--- src/tcet_pkg.sv ---
`timescale 1ns / 1ps

package tcet_pkg;

    localparam int unsigned PTS_PER_FRAME_DEF = 5;
    localparam int unsigned ID_COUNT          = 16;
    localparam int unsigned ID_W              = 4;
    localparam int unsigned CRD_W             = 16;
    localparam int unsigned SCR_W             = 12;
    localparam int unsigned COV_W             = 5;

    localparam logic [SCR_W-1:0] SCREEN_W_RST = 12'd1024;
    localparam logic [SCR_W-1:0] SCREEN_H_RST = 12'd600;

    // register indexes, decoded from paddr[2]
    localparam logic REG_SCREEN_W = 1'b0;
    localparam logic REG_SCREEN_H = 1'b1;

    typedef enum logic {
        CMD_HEADER = 1'b0,
        CMD_POINT  = 1'b1
    } t_cmd;

    typedef enum logic [1:0] {
        KIND_DOWN  = 2'd0,
        KIND_MOVE  = 2'd1,
        KIND_UP    = 2'd2,
        KIND_ERROR = 2'd3
    } t_kind;

    typedef enum logic [2:0] {
        RGN_NONE     = 3'd0,
        RGN_TOP_L    = 3'd1,
        RGN_TOP_R    = 3'd2,
        RGN_CENTER   = 3'd3,
        RGN_BOT_L    = 3'd4,
        RGN_BOT_R    = 3'd5
    } t_region;

    typedef enum logic [2:0] {
        S_IDLE,
        S_ERR,
        S_PRD,
        S_PEV,
        S_UP,
        S_UEV
    } t_state;

    typedef struct packed {
        logic [SCR_W-1:0] height;
        logic [SCR_W-1:0] width;
    } t_screen_cfg;

    // one buffered point of a frame
    typedef struct packed {
        logic [CRD_W-1:0] size;
        logic [CRD_W-1:0] y;
        logic [CRD_W-1:0] x;
        logic [ID_W-1:0]  id;
    } t_point;

endpackage

--- src/tcet_ram.sv ---
`timescale 1ns / 1ps

module tcet_ram #(
    parameter int unsigned WIDTH = 8,
    parameter int unsigned DEPTH = 16,
    localparam int unsigned AW = (DEPTH > 1) ? $clog2(DEPTH) : 1
) (
    input  logic             i_clk,
    input  logic             i_we,
    input  logic [AW-1:0]    i_waddr,
    input  logic [WIDTH-1:0] i_wdata,
    input  logic             i_re,
    input  logic [AW-1:0]    i_raddr,
    output logic [WIDTH-1:0] o_rdata
);

    logic [WIDTH-1:0] r_mem [DEPTH];
    logic [WIDTH-1:0] r_rdata;

    always_ff @(posedge i_clk) begin
        if (i_we) begin
            r_mem[i_waddr] <= i_wdata;
        end
        if (i_re) begin
            r_rdata <= r_mem[i_raddr];
        end
    end

    assign o_rdata = r_rdata;

endmodule

--- src/tcet_apb.sv ---
`timescale 1ns / 1ps

module tcet_apb
    import tcet_pkg::*;
(
    input  logic        i_clk,
    input  logic        i_rst_n,
    input  logic        psel,
    input  logic        penable,
    input  logic        pwrite,
    input  logic [2:0]  paddr,
    input  logic [31:0] pwdata,
    output logic [31:0] prdata,
    output logic        pready,
    output t_screen_cfg o_cfg
);

    logic [SCR_W-1:0] r_width;
    logic [SCR_W-1:0] r_height;
    logic             wr;

    // word aligned: byte address bits 1:0 are ignored
    assign wr = psel && penable && pwrite;

    always_ff @(posedge i_clk) begin
        if (!i_rst_n) begin
            r_width  <= SCREEN_W_RST;
            r_height <= SCREEN_H_RST;
        end else if (wr) begin
            if (paddr[2] == REG_SCREEN_W) begin
                r_width <= pwdata[SCR_W-1:0];
            end else begin
                r_height <= pwdata[SCR_W-1:0];
            end
        end
    end

    assign pready       = 1'b1;
    assign prdata       = (paddr[2] == REG_SCREEN_H) ? 32'(r_height) : 32'(r_width);
    assign o_cfg.width  = r_width;
    assign o_cfg.height = r_height;

endmodule

--- src/tcet_region.sv ---
`timescale 1ns / 1ps

module tcet_region
    import tcet_pkg::*;
(
    input  logic             i_clk,
    input  t_screen_cfg      i_cfg,
    input  logic [CRD_W-1:0] i_x,
    input  logic [CRD_W-1:0] i_y,
    output t_region          o_region
);

    // v / 5 by reciprocal, exact for every 14-bit v
    function automatic logic [SCR_W-1:0] div5(input logic [13:0] v);
        logic [29:0] p;
        p = 30'(v) * 30'd52429;
        return p[29:18];
    endfunction

    logic [SCR_W-1:0] r_w1, r_w2, r_w3, r_w4;
    logic [SCR_W-1:0] r_h1, r_h2, r_h3, r_h4;

    always_ff @(posedge i_clk) begin
        r_w1 <= div5(14'(i_cfg.width));
        r_w2 <= div5({1'b0, i_cfg.width, 1'b0});
        r_w3 <= div5(14'(i_cfg.width) + {1'b0, i_cfg.width, 1'b0});
        r_w4 <= div5({i_cfg.width, 2'b00});
        r_h1 <= div5(14'(i_cfg.height));
        r_h2 <= div5({1'b0, i_cfg.height, 1'b0});
        r_h3 <= div5(14'(i_cfg.height) + {1'b0, i_cfg.height, 1'b0});
        r_h4 <= div5({i_cfg.height, 2'b00});
    end

    logic left, right, top, bottom, cx, cy;

    always_comb begin
        left   = i_x <  CRD_W'(r_w1);
        right  = i_x >= CRD_W'(r_w4);
        top    = i_y <  CRD_W'(r_h1);
        bottom = i_y >= CRD_W'(r_h4);
        cx     = (i_x >= CRD_W'(r_w2)) && (i_x < CRD_W'(r_w3));
        cy     = (i_y >= CRD_W'(r_h2)) && (i_y < CRD_W'(r_h3));
        priority if (left && top) begin
            o_region = RGN_TOP_L;
        end else if (right && top) begin
            o_region = RGN_TOP_R;
        end else if (cx && cy) begin
            o_region = RGN_CENTER;
        end else if (left && bottom) begin
            o_region = RGN_BOT_L;
        end else if (right && bottom) begin
            o_region = RGN_BOT_R;
        end else begin
            o_region = RGN_NONE;
        end
    end

endmodule

--- src/touch_contact_event_tracker_unit.sv ---
`timescale 1ns / 1ps

// Channel   Dir  Handshake                      Payload
// s_axis    in   s_axis_tvalid/s_axis_tready    tuser command, tdata count/id/x/y/size
// m_axis    out  m_axis_tvalid/m_axis_tready    tuser event kind, tdata event, tlast
// apb       in   psel/penable/pwrite, pready=1  screen_width @0x0, screen_height @0x4
//
// Headers and non-final points are taken in S_IDLE. The final point of a frame
// (or an empty header) starts the event sequencer: per DOWN/MOVE one frame-buffer
// RAM read (S_PRD, then S_PEV), per UP one last-position RAM read (S_UP, then
// S_UEV), plus one release scan in S_UP when no id is released. An oversized
// header or a duplicate id goes to S_ERR, which emits one ERROR event.
// Sync active-low reset clears the tracking and frame control state; both RAMs
// hold no reset value and are only read after a write. Input is taken only while
// the sequencer is idle; an output stall holds the sequencer and the event
// already registered at the output.

module touch_contact_event_tracker_unit
    import tcet_pkg::*;
#(
    parameter int unsigned PTS_PER_FRAME = PTS_PER_FRAME_DEF
) (
    input  logic        i_clk,
    input  logic        i_rst_n,
    // slave stream
    input  logic        s_axis_tvalid,
    output logic        s_axis_tready,
    // [3:0] point_count, [7:4] track_id, [23:8] pos_x, [39:24] pos_y,
    // [55:40] contact_size
    input  logic [55:0] s_axis_tdata,
    // [0] command
    input  logic        s_axis_tuser,
    // master stream
    output logic        m_axis_tvalid,
    input  logic        m_axis_tready,
    // [3:0] event_id, [19:4] event_x, [35:20] event_y, [51:36] event_size,
    // [54:52] region_code, [59:55] coverage_mask, [63:60] zero
    output logic [63:0] m_axis_tdata,
    // [1:0] event_kind
    output logic [1:0]  m_axis_tuser,
    output logic        m_axis_tlast,
    // config
    input  logic        psel,
    input  logic        penable,
    input  logic        pwrite,
    input  logic [2:0]  paddr,
    input  logic [31:0] pwdata,
    output logic [31:0] prdata,
    output logic        pready
);

    localparam int unsigned CNT_W = $clog2(PTS_PER_FRAME + 1);
    localparam int unsigned FP_AW = (PTS_PER_FRAME > 1) ? $clog2(PTS_PER_FRAME) : 1;
    localparam int unsigned FP_W  = $bits(t_point);
    localparam int unsigned LP_W  = 2 * CRD_W;

    t_screen_cfg cfg;
    t_region     region;

    tcet_apb u_apb (
        .i_clk   (i_clk),
        .i_rst_n (i_rst_n),
        .psel    (psel),
        .penable (penable),
        .pwrite  (pwrite),
        .paddr   (paddr),
        .pwdata  (pwdata),
        .prdata  (prdata),
        .pready  (pready),
        .o_cfg   (cfg)
    );

    // frame point buffer
    logic             fp_we, fp_re;
    logic [FP_AW-1:0] fp_waddr, fp_raddr;
    t_point           fp_wdata, fp_rd;
    logic [FP_W-1:0]  fp_rdata;

    tcet_ram #(.WIDTH(FP_W), .DEPTH(PTS_PER_FRAME)) u_frame_ram (
        .i_clk   (i_clk),
        .i_we    (fp_we),
        .i_waddr (fp_waddr),
        .i_wdata (fp_wdata),
        .i_re    (fp_re),
        .i_raddr (fp_raddr),
        .o_rdata (fp_rdata)
    );
    assign fp_rd = t_point'(fp_rdata);

    // last position per track id, {y, x}
    logic            lp_we, lp_re;
    logic [ID_W-1:0] lp_waddr, lp_raddr;
    logic [LP_W-1:0] lp_wdata, lp_rdata;

    tcet_ram #(.WIDTH(LP_W), .DEPTH(ID_COUNT)) u_pos_ram (
        .i_clk   (i_clk),
        .i_we    (lp_we),
        .i_waddr (lp_waddr),
        .i_wdata (lp_wdata),
        .i_re    (lp_re),
        .i_raddr (lp_raddr),
        .o_rdata (lp_rdata)
    );

    tcet_region u_region (
        .i_clk    (i_clk),
        .i_cfg    (cfg),
        .i_x      (fp_rd.x),
        .i_y      (fp_rd.y),
        .o_region (region)
    );

    // input fields
    logic [3:0]       in_count;
    logic [ID_W-1:0]  in_id;
    t_cmd             in_cmd;
    assign in_count = s_axis_tdata[3:0];
    assign in_id    = s_axis_tdata[7:4];
    assign in_cmd   = t_cmd'(s_axis_tuser);

    // state
    t_state               r_state, n_state;
    logic [ID_COUNT-1:0]  r_active, n_active;
    logic [ID_COUNT-1:0]  r_seen, n_seen;
    logic [CNT_W-1:0]     r_exp, n_exp;
    logic [CNT_W-1:0]     r_rcv, n_rcv;
    logic                 r_dup, n_dup;
    logic [COV_W-1:0]     r_cov, n_cov;
    logic [CNT_W-1:0]     r_cnt, n_cnt;
    logic [CNT_W-1:0]     r_idx, n_idx;
    logic [ID_COUNT-1:0]  r_cur, n_cur;
    logic [ID_COUNT-1:0]  r_rel, n_rel;
    logic [ID_W-1:0]      r_up_id, n_up_id;

    // output register
    logic             r_out_vld, n_out_vld;
    t_kind            r_o_kind, n_o_kind;
    logic [ID_W-1:0]  r_o_id, n_o_id;
    logic [CRD_W-1:0] r_o_x, n_o_x;
    logic [CRD_W-1:0] r_o_y, n_o_y;
    logic [CRD_W-1:0] r_o_size, n_o_size;
    t_region          r_o_rgn, n_o_rgn;
    logic [COV_W-1:0] r_o_cov, n_o_cov;
    logic             r_o_last, n_o_last;

    logic                in_acc, slot_free, load;
    logic [ID_COUNT-1:0] pt_bit, fp_bit, up_bit, after_cur;
    logic [ID_W-1:0]     rel_low;
    logic [COV_W-1:0]    rgn_bit;
    logic                final_pt;

    assign s_axis_tready = (r_state == S_IDLE);
    assign in_acc        = s_axis_tvalid && s_axis_tready;
    assign slot_free     = !r_out_vld || m_axis_tready;

    // lowest pending release
    always_comb begin
        rel_low = '0;
        for (int i = ID_COUNT - 1; i >= 0; i--) begin
            if (r_rel[i]) begin
                rel_low = ID_W'(i);
            end
        end
    end

    always_comb begin
        unique case (region)
            RGN_TOP_L:  rgn_bit = 5'b00001;
            RGN_TOP_R:  rgn_bit = 5'b00010;
            RGN_CENTER: rgn_bit = 5'b00100;
            RGN_BOT_L:  rgn_bit = 5'b01000;
            RGN_BOT_R:  rgn_bit = 5'b10000;
            default:    rgn_bit = 5'b00000;
        endcase
    end

    always_ff @(posedge i_clk) begin
        if (!i_rst_n) begin
            r_state   <= S_IDLE;
            r_active  <= '0;
            r_seen    <= '0;
            r_exp     <= '0;
            r_rcv     <= '0;
            r_dup     <= 1'b0;
            r_cov     <= '0;
            r_out_vld <= 1'b0;
        end else begin
            r_state   <= n_state;
            r_active  <= n_active;
            r_seen    <= n_seen;
            r_exp     <= n_exp;
            r_rcv     <= n_rcv;
            r_dup     <= n_dup;
            r_cov     <= n_cov;
            r_out_vld <= n_out_vld;
        end
    end

    always_ff @(posedge i_clk) begin
        r_cnt    <= n_cnt;
        r_idx    <= n_idx;
        r_cur    <= n_cur;
        r_rel    <= n_rel;
        r_up_id  <= n_up_id;
        r_o_kind <= n_o_kind;
        r_o_id   <= n_o_id;
        r_o_x    <= n_o_x;
        r_o_y    <= n_o_y;
        r_o_size <= n_o_size;
        r_o_rgn  <= n_o_rgn;
        r_o_cov  <= n_o_cov;
        r_o_last <= n_o_last;
    end

    always_comb begin
        n_state  = r_state;
        n_active = r_active;
        n_seen   = r_seen;
        n_exp    = r_exp;
        n_rcv    = r_rcv;
        n_dup    = r_dup;
        n_cov    = r_cov;
        n_cnt    = r_cnt;
        n_idx    = r_idx;
        n_cur    = r_cur;
        n_rel    = r_rel;
        n_up_id  = r_up_id;

        load     = 1'b0;
        n_o_kind = r_o_kind;
        n_o_id   = r_o_id;
        n_o_x    = r_o_x;
        n_o_y    = r_o_y;
        n_o_size = r_o_size;
        n_o_rgn  = r_o_rgn;
        n_o_cov  = r_o_cov;
        n_o_last = r_o_last;

        fp_we    = 1'b0;
        fp_waddr = r_rcv[FP_AW-1:0];
        fp_wdata = '{size: s_axis_tdata[55:40], y: s_axis_tdata[39:24],
                     x: s_axis_tdata[23:8], id: in_id};
        fp_re    = 1'b0;
        fp_raddr = r_idx[FP_AW-1:0];
        lp_we    = 1'b0;
        lp_waddr = fp_rd.id;
        lp_wdata = {fp_rd.y, fp_rd.x};
        lp_re    = 1'b0;
        lp_raddr = rel_low;

        pt_bit    = ID_COUNT'(1) << in_id;
        fp_bit    = ID_COUNT'(1) << fp_rd.id;
        up_bit    = ID_COUNT'(1) << r_up_id;
        after_cur = r_cur | fp_bit;
        final_pt  = (CNT_W'(r_idx + 1'b1) == r_cnt);

        unique case (r_state)
            S_IDLE: begin
                if (in_acc) begin
                    if (in_cmd == CMD_HEADER) begin
                        n_seen = '0;
                        n_exp  = '0;
                        n_rcv  = '0;
                        n_dup  = 1'b0;
                        if (5'(in_count) > 5'(PTS_PER_FRAME)) begin
                            n_state = S_ERR;
                        end else if (in_count == 4'd0) begin
                            // empty frame releases every active id
                            n_rel    = r_active;
                            n_active = '0;
                            n_state  = S_UP;
                        end else begin
                            n_exp = CNT_W'(in_count);
                        end
                    end else if (r_exp != '0 && 32'(r_rcv) < PTS_PER_FRAME) begin
                        fp_we  = 1'b1;
                        n_seen = r_seen | pt_bit;
                        n_dup  = r_dup | ((r_seen & pt_bit) != '0);
                        n_rcv  = CNT_W'(r_rcv + 1'b1);
                        if (CNT_W'(r_rcv + 1'b1) >= r_exp) begin
                            n_seen = '0;
                            n_exp  = '0;
                            n_rcv  = '0;
                            n_dup  = 1'b0;
                            if (r_dup || ((r_seen & pt_bit) != '0)) begin
                                n_state = S_ERR;
                            end else begin
                                n_cnt   = r_exp;
                                n_idx   = '0;
                                n_cur   = '0;
                                n_state = S_PRD;
                            end
                        end
                    end
                end
            end
            S_ERR: begin
                if (slot_free) begin
                    load     = 1'b1;
                    n_o_kind = KIND_ERROR;
                    n_o_id   = '0;
                    n_o_x    = '0;
                    n_o_y    = '0;
                    n_o_size = '0;
                    n_o_rgn  = RGN_NONE;
                    n_o_cov  = r_cov;
                    n_o_last = 1'b1;
                    n_state  = S_IDLE;
                end
            end
            S_PRD: begin
                fp_re   = 1'b1;
                n_state = S_PEV;
            end
            S_PEV: begin
                if (slot_free) begin
                    load     = 1'b1;
                    lp_we    = 1'b1;
                    n_cov    = r_cov | rgn_bit;
                    n_o_kind = ((r_active & fp_bit) != '0) ? KIND_MOVE : KIND_DOWN;
                    n_o_id   = fp_rd.id;
                    n_o_x    = fp_rd.x;
                    n_o_y    = fp_rd.y;
                    n_o_size = fp_rd.size;
                    n_o_rgn  = region;
                    n_o_cov  = r_cov | rgn_bit;
                    n_o_last = final_pt && ((r_active & ~after_cur) == '0);
                    n_cur    = after_cur;
                    if (final_pt) begin
                        n_rel    = r_active & ~after_cur;
                        n_active = after_cur;
                        n_state  = S_UP;
                    end else begin
                        n_idx   = CNT_W'(r_idx + 1'b1);
                        n_state = S_PRD;
                    end
                end
            end
            S_UP: begin
                if (r_rel == '0) begin
                    n_state = S_IDLE;
                end else begin
                    lp_re   = 1'b1;
                    n_up_id = rel_low;
                    n_state = S_UEV;
                end
            end
            S_UEV: begin
                if (slot_free) begin
                    load     = 1'b1;
                    n_o_kind = KIND_UP;
                    n_o_id   = r_up_id;
                    n_o_x    = lp_rdata[CRD_W-1:0];
                    n_o_y    = lp_rdata[LP_W-1:CRD_W];
                    n_o_size = '0;
                    n_o_rgn  = RGN_NONE;
                    n_o_cov  = r_cov;
                    n_o_last = ((r_rel & ~up_bit) == '0);
                    n_rel    = r_rel & ~up_bit;
                    n_state  = ((r_rel & ~up_bit) == '0) ? S_IDLE : S_UP;
                end
            end
            default: begin
                n_state = S_IDLE;
            end
        endcase

        n_out_vld = load || (r_out_vld && !m_axis_tready);
    end

    assign m_axis_tvalid = r_out_vld;
    assign m_axis_tuser  = r_o_kind;
    assign m_axis_tlast  = r_o_last;
    assign m_axis_tdata  = {4'b0000, r_o_cov, r_o_rgn, r_o_size, r_o_y, r_o_x, r_o_id};

endmodule

--- config.mk ---
export PLATFORM = sky130hd
export DESIGN_NAME = touch_contact_event_tracker_unit
export DESIGN_NICKNAME = d
export VERILOG_FILES = /design/src/tcet_pkg.sv /design/src/tcet_ram.sv /design/src/tcet_apb.sv /design/src/tcet_region.sv /design/src/touch_contact_event_tracker_unit.sv
export SDC_FILE = /design/constraint.sdc
export NUM_CORES = 2
export LEC_CHECK = 0
export ABC_AREA = 1
export ABC_CLOCK_PERIOD_IN_PS = 5960
export BUFFER_PORTS_ARGS = -buffer_cell sky130_fd_sc_hd__buf_2
export CORE_ASPECT_RATIO = 2
export CORE_MARGIN = 2
export CORE_UTILIZATION = 57
export DETAILED_ROUTE_END_ITERATION = 10
export HOLD_SLACK_MARGIN = 0.12
export PLACE_DENSITY = 0.77
export SYNTH_ARGS = -nofsm -noshare
export SYNTH_HDL_FRONTEND = slang
export SYNTH_SLANG_ARGS = --single-unit
export TNS_END_PERCENT = 30
--- constraint.sdc ---
create_clock -name i_clk -period 5.96 [get_ports i_clk]
set_input_delay 0.596 -clock i_clk [delete_from_list [all_inputs] [get_ports i_clk]]
set_output_delay 0.596 -clock i_clk [all_outputs]
set_load 0.01 [all_outputs]
==> impl_metrics.yaml <==
pwr:
  irDropWorstVdd_mv: 0.518
  finalPower_mw: 26.2
  power.leakage_nw: 29.4
  p_per_area_mw_per_mm2: 385
timing:
  maxSlewViolCount: 0
  fin_crit_sh: 1.03
  fmax_ghz: 0.163
  fin_ws_ps: -164
  timing.setup.tns_ps: -565
  setup_viol: 6
  clock_skew_ps: 60.2
  relSlewSlack: 0.213
  worstMarginPinSlew_ps: 1180
  hold_violations: 0
  min_period_ps: 6120
  rsz0062_at_grt: "yes"
critical_path:
  worstSetupEndpointType: "register"
  ff2ff_setup_slack_ps: -160
  regToRegStartpoint: "u_apb.r_width[3]$_SDFFE_PN0P_"
  arrival_ps: 6780
  r2r_end: "u_region.r_w3[11]$_DFF_P_"
  cp_max_fo: 3
  worst-r2r-cell-count: 27
  path_class: "register to register"
  critical_path.startpoint_type: "register"
  cp_data_required_time_ps: 6620
run:
  cap_violations: 0
hold_path:
  hp-start: "s_axis_tdata[1]"
  whs_path_depth: 3
  hold_class: "input port to register"
  hold_path_end: "r_exp[1]$_SDFFE_PN0P_"
route:
  drt_iter0_drc: 3932
  num_vias: 43200
  drc: 0
  first_pass_iters: 8
  drt_wl_total_mm: 160
  ant_nets: 0
  via_per_inst: 5.77
  wl_per_cell_um: 21.3
floorplan:
  fp.dieW_um: 232
  coreArea_mm2: 0.103
  die_area_mm2: 0.107
  initial_core_util: 0.573
  fp-row-count: 167
  die_y_um: 460
  io_pins: 201
cts:
  clk_pin_slew_ps: 70
  clkLatencyLatePin_ps: 730
  clk_root_buffer_cell: "clkbuf_16"
  cts_buffers: 90
  clock-sinks: 1081
  clk_path_buf_depth: 3
  htreeDepth: 3
  cts_tree: "yes"
global_route:
  antenna_found_initial: 10
  grt_pass1_wl_mm: 241
  grt_usage: 0.298
  grt_overflow_total: 0
  grt_max_degree: 181
  grt_pass1_vias: 44400
logic_synthesis:
  synth_area_mm2: 0.0592
  synth_seq_cells: 1081
  syn_inst: 5658
  async_reset_ff_frac: 0
  synth_cell_types: 64
  synth-seq-area-share: 0.528
  synth_ff_type: "edfxtp_1"
  synth.avg_cell_area_um2: 10.5
  synth_edf_count: 961
  synth_warnings: 0
run_status:
  outcome: "finished with violations"
  violations: "negative setup slack"
cells_and_area:
  layout-drive-gt1-share: 0.139
  fin_util: 0.657
  area_growth_pct: 14.7
  final_cells: 7487
  fin_nets: 6809
place:
  numPortBuffers: 153
  hpwlAfterDp_mm: 106
  dpl.cell_count: 7254
  place_congestion: 0.939
[routing by layer]
| layer | track usage | share of wire |
|---|---|---|
| met1 | 0.317 | 0.34 |
| met4 | 0.167 | 0.058 |
| met5 | 0 | 0.00059 |
| met3 | 0.0371 | 0.068 |
| met2 | 0.562 | 0.54 |
[synthesized netlist by cell type, types with 4 or more instances]
master     number  area [µm²]
fa_1          195        3900
o211ai_1        6        45.0
nand3_1       652        3260
o2111ai_1       4        35.0
edfxtp_1      961       28900
a22o_1         19         166
buf_2          62         310
nor3_1         30         150
o21ai_0       245        1230
a31oi_1        57         357
buf_1          35         131
a21o_1          9        67.6
xnor2_1        31         272
buf_4          34         255
inv_1         989        3710
xor2_1         62         543
o21bai_1        7        52.6
nand3b_1      129         968
dfxtp_1       120        2400
o21a_1         10        75.1
a21oi_1       235        1180
nor4_1         17         106
nand4_1        32         200
inv_2          16        60.1
xor2_2          4        65.1
o31ai_1         7        52.6
nor2_1        448        1680
a211oi_1        9        67.6
nand2_1       597        2240
o22ai_1        19         119
o21ai_1         5        25.0
clkbuf_1      104         390
ha_1          458        5730
nand2_2         4        25.0
[registers in the layout, summed over array words and instances (netlist names), 16 cells and up]
| name | flops |
|---|---|
| r_active | 16 |
| r_cur | 16 |
| r_o_size | 16 |
| r_o_x | 16 |
| r_o_y | 16 |
| r_rel | 16 |
| r_seen | 16 |
| u_frame_ram.o_rdata | 52 |
| u_frame_ram.r_mem | 260 |
| u_pos_ram.o_rdata | 32 |
| u_pos_ram.r_mem | 512 |
[worst max-delay path by stage]
| stage | startpoint | cells after the start | to | slack (ps) |
|---|---|---|---|---|
| 2_1_floorplan | r_state[2]$_SDFFE_PN0P_ | 5 | u_frame_ram.r_mem[1][0]$_DFFE_PP_ | -670 |
| 6_report | u_apb.r_width[3]$_SDFFE_PN0P_ | 27 | u_region.r_w3[11]$_DFF_P_ | -160 |
| 3_5_place_dp | u_apb.r_width[4]$_SDFFE_PN0P_ | 26 | u_region.r_w3[11]$_DFF_P_ | -630 |
| 4_1_cts | u_apb.r_height[1]$_SDFFE_PN0P_ | 29 | u_region.r_h3[6]$_DFF_P_ | -220 |
| 3_3_place_gp | u_apb.r_width[4]$_SDFFE_PN0P_ | 26 | u_region.r_w3[11]$_DFF_P_ | -580 |
| 5_1_grt | u_apb.r_width[0]$_SDFFE_PN0P_ | 29 | u_region.r_w3[11]$_DFF_P_ | -480 |
[layout make-up]
type / instances / area [µm²]
well taps: 1352 / 1690
fillers: 7653 / 35400
inverters: 1008 / 3800
multi-input cells: 3355 / 24200
flip-flops and latches: 1081 / 31300
diodes: 3 / 7.51
clock buffers: 104 / 2350
repair buffers: 521 / 3710
clock inverters: 63 / 783
[critical path, cell delays in order, from the launching register on]
cell and delay, ps:
dfxtp_4 370, ha_4 140, inv_2 40, fa_2 390, o211ai_4 230, a31oi_4 130, o21ai_4 230, xor2_2 240
ha_4 240, fa_1 510, inv_2 50, fa_1 450, fa_1 480, inv_1 50, fa_1 520, inv_2 40
fa_1 490, inv_2 50, ha_4 220, nand2_4 90, buf_6 110, o21ai_2 60, a21oi_2 160, nand3_2 140
a21oi_2 190, o21ai_2 90, a31oi_1 220, xor2_1 170
[cells by family (layout without fill, tap and decap cells)]
logic type	count (synthesis)	after routing	synth area share
adders and majority gates	653	653	0.163
DFF	1081	1081	0.528
other	2	28	0.000127
xor gates and xnor gates	98	98	0.0153
buffers and inverters	1245	1696	0.0827
and+or+nand+nor	1924	1924	0.148
AOI/OAI and AO/OA	655	655	0.0627
[stage by stage]
| stage | hold WS, ps | cell area [µm²] | setup WS, ps |
|---|---|---|---|
| finish | 160 | 67900 | -164 |
| global route | 171 | 67900 | -479 |
| CTS | 132 | 67200 | -218 |
| detailed placement | 437 | 63200 | -626 |
| global placement | 433 | 63200 | -579 |
| floorplan | 425 | 59300 | -670 |
[cells in the final DEF (no fill, tap or decap), drive strengths merged, types with 58 or more instances in the layout]
cell type,instances
inv,1011
dfxtp,120
ha,458
edfxtp,961
xor2,67
buf,473
nand3b,129
nand3,653
nor2,452
nand2,602
a31oi,58
clkbuf,104
o21ai,254
fa,195
a21oi,235
[report_power, final]
part | total [mW] | internal, mW | switching, mW
logic | 11.0 | 4.97 | 6.00
registers | 8.89 | 8.67 | 0.223
clock network | 6.30 | 3.45 | 2.86
total | 26.2 | 17.1 | 9.08
[timing repair]
item,4_1_cts,5_1_grt
pin swaps,36,70
hold endpoints to repair,240,0
buffers inserted,6,9
gates resized for setup,69,130
setup endpoints to repair,23,24
hold buffers,48,0
Power figures use the tool's default switching activity.
